===== config.mk =====
export PLATFORM = sky130hd
export DESIGN_NAME = bitmap_block_allocator
export DESIGN_NICKNAME = d
export VERILOG_FILES = /design/src/hw/rtl/bba_pkg.sv /design/src/hw/rtl/bba_ram.sv /design/src/hw/rtl/bba_cfg.sv /design/src/hw/rtl/bba_ctrl.sv /design/src/hw/rtl/bba_datapath.sv /design/src/hw/rtl/bitmap_block_allocator.sv
export SDC_FILE = /design/constraint.sdc
export NUM_CORES = 2
export LEC_CHECK = 0
export BUFFER_PORTS_ARGS = -buffer_cell sky130_fd_sc_hd__buf_2
export CAP_MARGIN = 10
export CELL_PAD_IN_SITES_DETAIL_PLACEMENT = 1
export CELL_PAD_IN_SITES_GLOBAL_PLACEMENT = 2
export CORE_ASPECT_RATIO = 0.75
export CORE_MARGIN = 10
export CORE_UTILIZATION = 52
export CTS_BUF_LIST = sky130_fd_sc_hd__clkbuf_4 sky130_fd_sc_hd__clkbuf_8
export DETAILED_ROUTE_END_ITERATION = 16
export GPL_ROUTABILITY_DRIVEN = 0
export PLACE_DENSITY = 0.86
export SLEW_MARGIN = 0
export SYNTH_ARGS = -nofsm -noshare
export SYNTH_HDL_FRONTEND = slang
export SYNTH_SLANG_ARGS = --single-unit

===== constraint.sdc =====
create_clock -name clk_i -period 11.9 [get_ports clk_i]
set_input_delay 2.975 -clock clk_i [delete_from_list [all_inputs] [get_ports clk_i]]
set_output_delay 2.975 -clock clk_i [all_outputs]
set_load 0.02 [all_outputs]

===== src/hw/rtl/bba_pkg.sv =====
// Shared types, constants and command/status structs of the bitmap block allocator.
`default_nettype none

package bba_pkg;

  localparam int unsigned MAX_BLOCKS_DEF  = 1024;
  localparam int unsigned BLOCK_BYTES_DEF = 4096;

  // Fixed field widths.
  localparam int unsigned ADDR_W  = 64;
  localparam int unsigned CNT_W   = 11;
  localparam int unsigned DATA_W  = 64;
  localparam int unsigned PADDR_W = 4;

  // One free-map word holds 64 block bits, LSB is the lowest block.
  localparam int unsigned LOG_WORD  = 6;
  localparam int unsigned WORD_BITS = 1 << LOG_WORD;

  localparam logic [CNT_W-1:0] COUNT_RESET = 11'd1024;

  // Register index, taken from paddr[3].
  localparam logic REG_TABLE_BASE  = 1'b0;
  localparam logic REG_BLOCK_COUNT = 1'b1;

  // Request actions.
  localparam logic ACT_ALLOC = 1'b0;
  localparam logic ACT_FREE  = 1'b1;

  typedef enum logic [3:0] {
    S_CLEAR,
    S_IDLE,
    S_SCAN,
    S_MUL,
    S_ADD,
    S_FSUB,
    S_FCHK,
    S_FDIV,
    S_FRD,
    S_FUPD,
    S_PUSH
  } state_e;

  typedef struct packed {
    logic clr_step;
    logic accept;
    logic scan;
    logic mul;
    logic add;
    logic sub;
    logic range_chk;
    logic div;
    logic frd;
    logic fupd;
    logic push;
  } ctl_cmd_t;

  typedef struct packed {
    logic clear_last;
    logic scan_hit;
    logic scan_fail;
    logic in_range;
    logic slot_free;
  } ctl_sts_t;

endpackage

`default_nettype wire


===== src/hw/rtl/bba_ram.sv =====
// Generic single-write, single-read RAM with registered read data.
`default_nettype none

module bba_ram #(
  parameter int unsigned WIDTH = 64,
  parameter int unsigned DEPTH = 16,
  localparam int unsigned AW   = (DEPTH > 1) ? $clog2(DEPTH) : 1
) (
  input  logic             clk_i,
  input  logic             we_i,
  input  logic [AW-1:0]    waddr_i,
  input  logic [WIDTH-1:0] wdata_i,
  input  logic             re_i,
  input  logic [AW-1:0]    raddr_i,
  output logic [WIDTH-1:0] rdata_o
);

  logic [WIDTH-1:0] mem_q [DEPTH];
  logic [WIDTH-1:0] rdata_q;

  always_ff @(posedge clk_i) begin
    if (we_i) begin
      mem_q[waddr_i] <= wdata_i;
    end
    if (re_i) begin
      rdata_q <= mem_q[raddr_i];
    end
  end

  assign rdata_o = rdata_q;

endmodule

`default_nettype wire


===== src/hw/rtl/bba_cfg.sv =====
// APB-style configuration registers: table base and block count.
`default_nettype none

module bba_cfg (
  input  logic                         clk_i,
  input  logic                         rst_ni,
  input  logic                         psel,
  input  logic                         penable,
  input  logic                         pwrite,
  input  logic [bba_pkg::PADDR_W-1:0]  paddr,
  input  logic [bba_pkg::DATA_W-1:0]   pwdata,
  output logic [bba_pkg::DATA_W-1:0]   prdata,
  output logic                         pready,
  output logic [bba_pkg::ADDR_W-1:0]   table_base_o,
  output logic [bba_pkg::CNT_W-1:0]    block_count_o
);

  logic [bba_pkg::ADDR_W-1:0] base_q, base_d;
  logic [bba_pkg::CNT_W-1:0]  count_q, count_d;
  logic                       wr_en;

  assign pready = 1'b1;
  assign wr_en  = psel & penable & pwrite & pready;

  always_comb begin
    base_d  = base_q;
    count_d = count_q;
    if (wr_en) begin
      unique case (paddr[3])
        bba_pkg::REG_TABLE_BASE:  base_d  = pwdata;
        bba_pkg::REG_BLOCK_COUNT: count_d = pwdata[bba_pkg::CNT_W-1:0];
        default: ;
      endcase
    end
  end

  always_comb begin
    unique case (paddr[3])
      bba_pkg::REG_TABLE_BASE:  prdata = base_q;
      bba_pkg::REG_BLOCK_COUNT: prdata = bba_pkg::DATA_W'(count_q);
      default:                  prdata = '0;
    endcase
  end

  always_ff @(posedge clk_i or negedge rst_ni) begin
    if (!rst_ni) begin
      base_q  <= '0;
      count_q <= bba_pkg::COUNT_RESET;
    end else begin
      base_q  <= base_d;
      count_q <= count_d;
    end
  end

  assign table_base_o  = base_q;
  assign block_count_o = count_q;

endmodule

`default_nettype wire


===== src/hw/rtl/bba_ctrl.sv =====
// Controller state machine of the bitmap block allocator.
`default_nettype none

module bba_ctrl (
  input  logic              clk_i,
  input  logic              rst_ni,
  input  logic              in_valid_i,
  input  logic              action_i,
  output logic              in_ready_o,
  input  bba_pkg::ctl_sts_t sts_i,
  output bba_pkg::ctl_cmd_t cmd_o
);

  bba_pkg::state_e state_q, state_d;

  always_comb begin
    state_d = state_q;
    unique case (state_q)
      bba_pkg::S_CLEAR: if (sts_i.clear_last) state_d = bba_pkg::S_IDLE;
      bba_pkg::S_IDLE: begin
        if (in_valid_i) begin
          state_d = (action_i == bba_pkg::ACT_FREE) ? bba_pkg::S_FSUB : bba_pkg::S_SCAN;
        end
      end
      bba_pkg::S_SCAN: begin
        if (sts_i.scan_hit) begin
          state_d = bba_pkg::S_MUL;
        end else if (sts_i.scan_fail) begin
          state_d = bba_pkg::S_PUSH;
        end
      end
      bba_pkg::S_MUL:  state_d = bba_pkg::S_ADD;
      bba_pkg::S_ADD:  state_d = bba_pkg::S_PUSH;
      bba_pkg::S_FSUB: state_d = bba_pkg::S_FCHK;
      bba_pkg::S_FCHK: state_d = sts_i.in_range ? bba_pkg::S_FDIV : bba_pkg::S_PUSH;
      bba_pkg::S_FDIV: state_d = bba_pkg::S_FRD;
      bba_pkg::S_FRD:  state_d = bba_pkg::S_FUPD;
      bba_pkg::S_FUPD: state_d = bba_pkg::S_PUSH;
      bba_pkg::S_PUSH: if (sts_i.slot_free) state_d = bba_pkg::S_IDLE;
      default:         state_d = bba_pkg::S_CLEAR;
    endcase
  end

  always_comb begin
    cmd_o      = '0;
    in_ready_o = 1'b0;
    unique case (state_q)
      bba_pkg::S_CLEAR: cmd_o.clr_step = 1'b1;
      bba_pkg::S_IDLE: begin
        in_ready_o   = 1'b1;
        cmd_o.accept = in_valid_i;
      end
      bba_pkg::S_SCAN: cmd_o.scan      = 1'b1;
      bba_pkg::S_MUL:  cmd_o.mul       = 1'b1;
      bba_pkg::S_ADD:  cmd_o.add       = 1'b1;
      bba_pkg::S_FSUB: cmd_o.sub       = 1'b1;
      bba_pkg::S_FCHK: cmd_o.range_chk = 1'b1;
      bba_pkg::S_FDIV: cmd_o.div       = 1'b1;
      bba_pkg::S_FRD:  cmd_o.frd       = 1'b1;
      bba_pkg::S_FUPD: cmd_o.fupd      = 1'b1;
      bba_pkg::S_PUSH: cmd_o.push      = sts_i.slot_free;
      default: ;
    endcase
  end

  always_ff @(posedge clk_i or negedge rst_ni) begin
    if (!rst_ni) begin
      state_q <= bba_pkg::S_CLEAR;
    end else begin
      state_q <= state_d;
    end
  end

endmodule

`default_nettype wire


===== src/hw/rtl/bba_datapath.sv =====
// Datapath: free map, word scan, address multiply-add, reciprocal divide and result register.
`default_nettype none

module bba_datapath #(
  parameter int unsigned MAX_BLOCKS  = bba_pkg::MAX_BLOCKS_DEF,
  parameter int unsigned BLOCK_BYTES = bba_pkg::BLOCK_BYTES_DEF
) (
  input  logic                       clk_i,
  input  logic                       rst_ni,
  input  bba_pkg::ctl_cmd_t          cmd_i,
  output bba_pkg::ctl_sts_t          sts_o,
  input  logic [bba_pkg::ADDR_W-1:0] address_i,
  input  logic [bba_pkg::ADDR_W-1:0] table_base_i,
  input  logic [bba_pkg::CNT_W-1:0]  block_count_i,
  input  logic                       out_ready_i,
  output logic                       out_valid_o,
  output logic [bba_pkg::ADDR_W-1:0] block_address_o,
  output logic                       ok_o
);

  localparam int unsigned WB    = bba_pkg::WORD_BITS;
  localparam int unsigned LW    = bba_pkg::LOG_WORD;
  localparam int unsigned CW    = bba_pkg::CNT_W;
  localparam int unsigned XW    = bba_pkg::ADDR_W;
  localparam int unsigned WORDS = (MAX_BLOCKS + WB - 1) / WB;
  localparam int unsigned AW    = (WORDS > 1) ? $clog2(WORDS) : 1;
  localparam int unsigned SW    = (AW + LW > CW) ? AW + LW : CW;
  localparam int unsigned BBW   = $clog2(BLOCK_BYTES + 1);
  localparam int unsigned RW    = CW + BBW;
  localparam int unsigned PW    = SW + BBW;

  // Exact floor division of an RW-bit offset by the block size: multiply by the
  // rounded-up reciprocal scaled by 2^RSH and keep the bits above RSH.
  localparam int unsigned LB      = $clog2(BLOCK_BYTES);
  localparam int unsigned RSH     = RW + LB;
  localparam int unsigned FPW     = 2 * RW + 1;
  localparam logic [63:0] RECIP64 =
    ((64'd1 << RSH) + 64'(BLOCK_BYTES) - 64'd1) / 64'(BLOCK_BYTES);
  localparam logic [RW:0] RECIP   = RECIP64[RW:0];

  // Effective count and search limit (whole groups of eight).
  logic [CW-1:0] eff_cnt, lim;
  logic [RW-1:0] lim_bytes;

  always_comb begin
    if (32'(block_count_i) > 32'(MAX_BLOCKS)) begin
      eff_cnt = CW'(MAX_BLOCKS);
    end else begin
      eff_cnt = block_count_i;
    end
  end

  assign lim       = {eff_cnt[CW-1:3], 3'b000};
  assign lim_bytes = RW'(eff_cnt) * RW'(BLOCK_BYTES);

  // Free-map RAM ports.
  logic          ram_we, ram_re;
  logic [AW-1:0] ram_waddr, ram_raddr;
  logic [WB-1:0] ram_wdata, ram_rdata;

  bba_ram #(
    .WIDTH (WB),
    .DEPTH (WORDS)
  ) u_map (
    .clk_i   (clk_i),
    .we_i    (ram_we),
    .waddr_i (ram_waddr),
    .wdata_i (ram_wdata),
    .re_i    (ram_re),
    .raddr_i (ram_raddr),
    .rdata_o (ram_rdata)
  );

  // Control registers.
  logic [AW-1:0]  clr_q, clr_d;
  logic [AW:0]    rd_ptr_q, rd_ptr_d;
  logic           pend_q, pend_d;
  logic [AW-1:0]  pend_ptr_q, pend_ptr_d;
  logic           out_valid_q, out_valid_d;

  // Payload registers.
  logic [XW-1:0] addr_q, addr_d;
  logic [SW-1:0] idx_q, idx_d;
  logic [PW-1:0] prod_q, prod_d;
  logic [XW-1:0] diff_q, diff_d;
  logic [RW-1:0] rem_q, rem_d;
  logic [CW-1:0] quo_q, quo_d;
  logic [XW-1:0] res_addr_q, res_addr_d, out_addr_q, out_addr_d;
  logic          res_ok_q, res_ok_d, out_ok_q, out_ok_d;

  // Scan of the word read in the previous cycle.
  logic          rd_more, any_free, scan_hit, scan_fail, scan_issue;
  logic [WB-1:0] word_mask, hit_vec;
  logic [LW-1:0] pos;

  assign rd_more = (32'(rd_ptr_q) << LW) < 32'(lim);

  always_comb begin
    for (int j = 0; j < WB; j++) begin
      word_mask[j] = ((32'(pend_ptr_q) << LW) + 32'(j)) < 32'(lim);
    end
  end

  assign hit_vec  = ram_rdata & word_mask;
  assign any_free = |hit_vec;

  always_comb begin
    pos = '0;
    for (int j = WB - 1; j >= 0; j--) begin
      if (hit_vec[j]) pos = LW'(j);
    end
  end

  assign scan_hit   = pend_q & any_free;
  assign scan_fail  = ~rd_more & ~scan_hit;
  assign scan_issue = cmd_i.scan & rd_more & ~scan_hit;

  // Free path: range check, then the block index from one reciprocal multiply.
  logic           in_range;
  logic [FPW-1:0] fprod;
  logic [SW-1:0]  fidx;
  logic [AW-1:0]  fword;
  logic [LW-1:0]  fbit;
  logic           slot_free;

  assign in_range  = diff_q < XW'(lim_bytes);
  assign fprod     = FPW'(rem_q) * FPW'(RECIP);
  assign fidx      = SW'(quo_q);
  assign fword     = fidx[LW +: AW];
  assign fbit      = fidx[LW-1:0];
  assign slot_free = ~out_valid_q | out_ready_i;

  always_comb begin
    clr_d       = clr_q;
    rd_ptr_d    = rd_ptr_q;
    pend_d      = pend_q;
    pend_ptr_d  = pend_ptr_q;
    out_valid_d = out_valid_q;
    addr_d      = addr_q;
    idx_d       = idx_q;
    prod_d      = prod_q;
    diff_d      = diff_q;
    rem_d       = rem_q;
    quo_d       = quo_q;
    res_addr_d  = res_addr_q;
    res_ok_d    = res_ok_q;
    out_addr_d  = out_addr_q;
    out_ok_d    = out_ok_q;

    if (cmd_i.clr_step) clr_d = clr_q + 1'b1;

    if (cmd_i.accept) begin
      addr_d   = address_i;
      rd_ptr_d = '0;
      pend_d   = 1'b0;
    end

    if (cmd_i.scan) begin
      pend_d = scan_issue;
      if (scan_issue) begin
        pend_ptr_d = rd_ptr_q[AW-1:0];
        rd_ptr_d   = rd_ptr_q + 1'b1;
      end
      if (scan_hit) begin
        idx_d = SW'({pend_ptr_q, pos});
      end else if (scan_fail) begin
        res_addr_d = '1;
        res_ok_d   = 1'b0;
      end
    end

    if (cmd_i.mul) prod_d = PW'(idx_q) * PW'(BLOCK_BYTES);

    if (cmd_i.add) begin
      res_addr_d = table_base_i + XW'(prod_q);
      res_ok_d   = 1'b1;
    end

    if (cmd_i.sub) diff_d = addr_q - table_base_i;

    if (cmd_i.range_chk) begin
      if (in_range) begin
        rem_d = diff_q[RW-1:0];
      end else begin
        res_addr_d = '0;
        res_ok_d   = 1'b0;
      end
    end

    if (cmd_i.div) quo_d = fprod[RSH +: CW];

    if (cmd_i.fupd) begin
      res_addr_d = '0;
      res_ok_d   = ~ram_rdata[fbit];
    end

    if (out_valid_q && out_ready_i) out_valid_d = 1'b0;
    if (cmd_i.push) begin
      out_valid_d = 1'b1;
      out_addr_d  = res_addr_q;
      out_ok_d    = res_ok_q;
    end
  end

  // Map write: clearing pass, clearing an allocated bit, or setting a freed bit.
  always_comb begin
    ram_we    = 1'b0;
    ram_waddr = clr_q;
    ram_wdata = '1;
    if (cmd_i.clr_step) begin
      ram_we = 1'b1;
    end else if (cmd_i.scan && scan_hit) begin
      ram_we    = 1'b1;
      ram_waddr = pend_ptr_q;
      ram_wdata = ram_rdata & ~(WB'(1) << pos);
    end else if (cmd_i.fupd && !ram_rdata[fbit]) begin
      ram_we    = 1'b1;
      ram_waddr = fword;
      ram_wdata = ram_rdata | (WB'(1) << fbit);
    end
  end

  assign ram_re    = scan_issue | cmd_i.frd;
  assign ram_raddr = cmd_i.frd ? fword : rd_ptr_q[AW-1:0];

  always_ff @(posedge clk_i or negedge rst_ni) begin
    if (!rst_ni) begin
      clr_q       <= '0;
      rd_ptr_q    <= '0;
      pend_q      <= 1'b0;
      pend_ptr_q  <= '0;
      out_valid_q <= 1'b0;
    end else begin
      clr_q       <= clr_d;
      rd_ptr_q    <= rd_ptr_d;
      pend_q      <= pend_d;
      pend_ptr_q  <= pend_ptr_d;
      out_valid_q <= out_valid_d;
    end
  end

  always_ff @(posedge clk_i) begin
    addr_q     <= addr_d;
    idx_q      <= idx_d;
    prod_q     <= prod_d;
    diff_q     <= diff_d;
    rem_q      <= rem_d;
    quo_q      <= quo_d;
    res_addr_q <= res_addr_d;
    res_ok_q   <= res_ok_d;
    out_addr_q <= out_addr_d;
    out_ok_q   <= out_ok_d;
  end

  assign sts_o.clear_last = (clr_q == AW'(WORDS - 1));
  assign sts_o.scan_hit   = scan_hit;
  assign sts_o.scan_fail  = scan_fail;
  assign sts_o.in_range   = in_range;
  assign sts_o.slot_free  = slot_free;

  assign out_valid_o     = out_valid_q;
  assign block_address_o = out_addr_q;
  assign ok_o            = out_ok_q;

endmodule

`default_nettype wire


===== src/hw/rtl/bitmap_block_allocator.sv =====
// An allocate request scans the map word by word (64 blocks a word) up to the first free block,
// or through all searched blocks when none is free; a free request is checked for range first,
// and its map word is read and updated only when the address is in range.
// One request is in work at a time; the next is taken while the last result waits at the output.
// After reset a clearing pass writes the map free, one word per cycle, over ceil(MAX_BLOCKS / 64)
// words, taking no request meanwhile; table_base resets to 0, block_count 1024.
`default_nettype none

module bitmap_block_allocator #(
  parameter int unsigned MAX_BLOCKS  = bba_pkg::MAX_BLOCKS_DEF,
  parameter int unsigned BLOCK_BYTES = bba_pkg::BLOCK_BYTES_DEF
) (
  input  logic                        clk_i,
  input  logic                        rst_ni,

  // Request channel.
  input  logic                        in_valid_i,
  output logic                        in_ready_o,
  input  logic                        action_i,
  input  logic [bba_pkg::ADDR_W-1:0]  address_i,

  // Result channel.
  output logic                        out_valid_o,
  input  logic                        out_ready_i,
  output logic [bba_pkg::ADDR_W-1:0]  block_address_o,
  output logic                        ok_o,

  // Configuration port.
  input  logic                        psel,
  input  logic                        penable,
  input  logic                        pwrite,
  input  logic [bba_pkg::PADDR_W-1:0] paddr,
  input  logic [bba_pkg::DATA_W-1:0]  pwdata,
  output logic [bba_pkg::DATA_W-1:0]  prdata,
  output logic                        pready
);

  // The free map holds one bit per block, 1 meaning free, packed 64 blocks to a RAM
  // word. An allocate request walks the words from block zero with a pipelined read:
  // the word read last cycle is masked to the searched range and priority encoded
  // while the next word is fetched. A hit clears the bit in the same cycle and the
  // block index goes through a multiply stage and an add stage to form the address.
  // A free request subtracts the base, checks the offset against count times block
  // size, divides by the block size with one multiply by its reciprocal, then reads
  // and updates the word holding that block.

  logic [bba_pkg::ADDR_W-1:0] table_base;
  logic [bba_pkg::CNT_W-1:0]  block_count;
  bba_pkg::ctl_cmd_t          cmd;
  bba_pkg::ctl_sts_t          sts;

  bba_cfg u_cfg (
    .clk_i         (clk_i),
    .rst_ni        (rst_ni),
    .psel          (psel),
    .penable       (penable),
    .pwrite        (pwrite),
    .paddr         (paddr),
    .pwdata        (pwdata),
    .prdata        (prdata),
    .pready        (pready),
    .table_base_o  (table_base),
    .block_count_o (block_count)
  );

  bba_ctrl u_ctrl (
    .clk_i      (clk_i),
    .rst_ni     (rst_ni),
    .in_valid_i (in_valid_i),
    .action_i   (action_i),
    .in_ready_o (in_ready_o),
    .sts_i      (sts),
    .cmd_o      (cmd)
  );

  bba_datapath #(
    .MAX_BLOCKS  (MAX_BLOCKS),
    .BLOCK_BYTES (BLOCK_BYTES)
  ) u_dp (
    .clk_i           (clk_i),
    .rst_ni          (rst_ni),
    .cmd_i           (cmd),
    .sts_o           (sts),
    .address_i       (address_i),
    .table_base_i    (table_base),
    .block_count_i   (block_count),
    .out_ready_i     (out_ready_i),
    .out_valid_o     (out_valid_o),
    .block_address_o (block_address_o),
    .ok_o            (ok_o)
  );

endmodule

`default_nettype wire


==> impl_metrics.ini <==
[final_layout]
drive_above_1_share_pct = 26.3
final_common_cell = edfxtp_1
final_nets = 4323
area_growth_syn_to_layout_pct = 13.1
design_area_mm2 = 0.0687
finalNonFillerCells = 5833
final_cell_mix = edfxtp_1 (1,309), mux4_2 (277), buf_2 (266), a21oi_1 (240), clkbuf_8 (230)
fin_util_pct = 59.3

[routing]
drc_errors = 0
viasPerCell = 6.23
antenna_left = 0
wl_um = 175000
drt_iter0_markers = 4139
dr.pass1.iters = 5
wire_per_inst_um = 29.9
via_count = 36400

[global_route]
grt_pass1_wl_um = 254000
grt_max_degree = 142
grt_overflow = 0
grt_pass1_vias = 38000
grt.total_usage_pct = 26.1
antenna_found_initial = 23

[logic_synthesis]
synth_ff_type = edfxtp_1
ys_seq_elements = 1468
netlist_area_mm2 = 0.0608
syn_nets = 3928
synth_area_leaders = edfxtp_1 (65%), mux4_2 (10%), dfrtp_1 (3.8%)
synth_warnings = 0
netlist.area_leader.share_pct = 64.7
async_reset_ff_share_pct = 6.40
syn_area_per_cell_um2 = 16.5
syn-instance-count = 3693
yosysTopAreaCell = edfxtp_1
synth_cell_types = 83
synth_edf_count = 1309
ys_seq_area_share_pct = 70.7

[die]
io_pins = 272
start_util_pct = 52.5
die_w_um = 415
core_mm2 = 0.116
rows = 108
die_h_um = 316
dieArea_mm2 = 0.131

[clock_tree]
cts_max_path_buffers = 3
cts_num_sinks = 1468
cts_tree = done
holdBufCountCts = 0
clockRootBuffer = clkbuf_8
h-tree-depth = 4
worstSkewPairLatency_ns = 0.98
post_cts_buffers = 0
numCtsBuffers = 217
path_clk_slew_ns = 0.06
cts_resized = 0

[place]
dpl.hpwl_um = 109000
dpl.cell_count = 5395
numPortBuffers = 267
place_area_mm2 = 0.0641

[sta]
setup_viol = 0
fin_crit_ns = 7.31
hold_viol_final = 0
finalCritPeriodShare_pct = 61.5
skew_ns = 0.0551
grt_setup_unrepaired = no
setup_tns_ns = 0
fmax_mhz = 137
slew_violations = 0
relSlewSlack_pct = 10.5
tightest_slew_ns = 1.34

[power]
pwr-share-seq_pct = 45.8
p_leak_uw = 0.0223
clkPwrFrac_pct = 27.3
switching_share_pct = 32.7
power.density_mw_per_mm2 = 222
max-vdd-ir-drop_mv = 0.181
intPower_uw = 10300
p_switching_uw = 4970
p_comb_share_pct = 26.9

[setup_path]
critPathTopFamily = buffers and inverters
path_buf_inv = 5
timing.critical_path.cells = clkinv_1, nand2_1, ha_1, nand3b_1, nor3_1, o21ai_0, nand2_1, a21o_1, a41o_1, or2_2, buf_4, inv_1, a221o_1, nand2_1, nor2_4, buf_4, buf_4
endpoint_kind = register
path_class = register to register
startpoint_type = register
cpMaxStageDelayCell = dfstp_2
path_max_fanout = 72
cp.required_ns = 12.48
cp_data_arrival_time_ns = 7.90
slowest_delay_ns = 0.66

[hold_path]
hold_path_class = register to register

[run_status]
status = completed

[flow_run]
cap_viol_max_count = 0
## sequential cells by signal (all words and copies together), names as in the netlist, 4 cells and up
register,flops
u_dp.fidx,10
u_cfg.block_count_o,11
u_ctrl.state_q,4
u_dp.rem_q,10
u_dp.pend_ptr_q,4
u_dp.u_map.rdata_o,64
u_dp.block_address_o,64
u_dp.res_addr_q,64
u_dp.addr_q,64
u_cfg.table_base_o,64
u_dp.idx_q,10
u_dp.prod_q,10
u_dp.diff_q,52
u_dp.clr_q,4
u_dp.rd_ptr_q,5
u_dp.u_map.mem_q,1024
## path summary, 6_finish.rpt
kind	from	endpoint	slack, ns	depth (start not counted)
hold / removal	u_dp.res_addr_q[54]	u_dp.block_address_o[54]	0.40	0
min in group asynchronous	rst_ni	u_cfg.table_base_o[32]	2.03	1
setup / recovery	u_cfg.block_count_o[10]	u_dp.u_map.mem_q[14][32]	4.59	17
max in group asynchronous	rst_ni	u_cfg.table_base_o[54]	8.55	2
hold reg to reg	u_dp.res_addr_q[54]	u_dp.block_address_o[54]	0.40	0
setup reg to reg	u_cfg.block_count_o[10]	u_dp.u_map.mem_q[14][32]	4.59	17
## power by group through the flow
stage	combinational, uW	clock, uW	sequential (uW)
2_1_floorplan	2760	0	6910
3_3_place_gp	3900	0	7010
3_5_place_dp	4030	0	7060
4_1_cts	4060	4220	6960
5_1_grt	4430	4450	7020
6_report	4100	4150	6970
## worst register-to-register path, cell delays in order, from the launching register on
cell and delay (ns):
dfstp_2 0.66, clkinv_1 0.35, nand2_1 0.27, ha_1 0.27
nand3b_1 0.25, nor3_1 0.15, o21ai_0 0.46, nand2_1 0.30
a21o_1 0.29, a41o_1 0.37, or2_2 0.33, buf_4 0.34
inv_1 0.51, a221o_1 0.27, nand2_1 0.25, nor2_4 0.55
buf_4 0.65, buf_4 0.62
## through the flow
| stage | hold slack (ns) | total power [uW] | setup WS (ns) |
|---|---|---|---|
| after floorplan | 0.400 | 9670 | 5.06 |
| after global placement | 0.405 | 10900 | 4.68 |
| after detailed placement | 0.408 | 11100 | 4.61 |
| after CTS | 0.414 | 15200 | 4.58 |
| after global routing | 0.425 | 15900 | 4.17 |
| final | 0.404 | 15200 | 4.59 |
## cell usage after synthesis, types with 9 or more instances
cell / count
nand3_1: 35
nor4_1: 37
o22ai_1: 15
dfxtp_1: 65
nor3_1: 34
buf_1: 27
a31oi_1: 73
a211oi_1: 71
xor2_1: 16
or3_1: 14
nand4_1: 11
a21oi_1: 255
dfrtp_1: 93
or2_2: 9
xnor2_1: 82
clkbuf_1: 111
inv_1: 103
a21o_1: 25
mux2_2: 81
nand2b_1: 22
nand2_1: 225
buf_2: 35
and2_1: 75
mux4_2: 277
o21ai_0: 164
edfxtp_1: 1309
o21a_1: 19
nor2_1: 177
nor2b_1: 22
ha_1: 94
## layout make-up
cell class                 count  area (um2)
timing repair buffer         352        2030
sequential                  1468       43000
fill                       10500       47100
clock buffer                 289        3600
antenna                       21        52.6
tap                         1540        1930
multi-input combinational   1944       17000
clock inverter               114         776
inverter                     105         394
## per-layer routing
layer  GRT usage (%)  part of all wire, %
met1            36.8                   42
met2            39.4                   46
met3            6.89                  8.9
met4            9.11                  2.6
met5               0                0.038
## cell families after synthesis
group | after synthesis | share of synthesized area (%)
AOI/OAI and AO/OA | 701 | 6.89
xor gates and xnor gates | 98 | 1.41
adders and majority gates | 95 | 1.97
and+or+nand+nor | 687 | 5.36
muxes | 362 | 11.8
DFF | 1468 | 70.7
buffers and inverters | 281 | 1.84
other | 1 | 0.00617
Note: power is estimated with default switching activity, not from simulation.
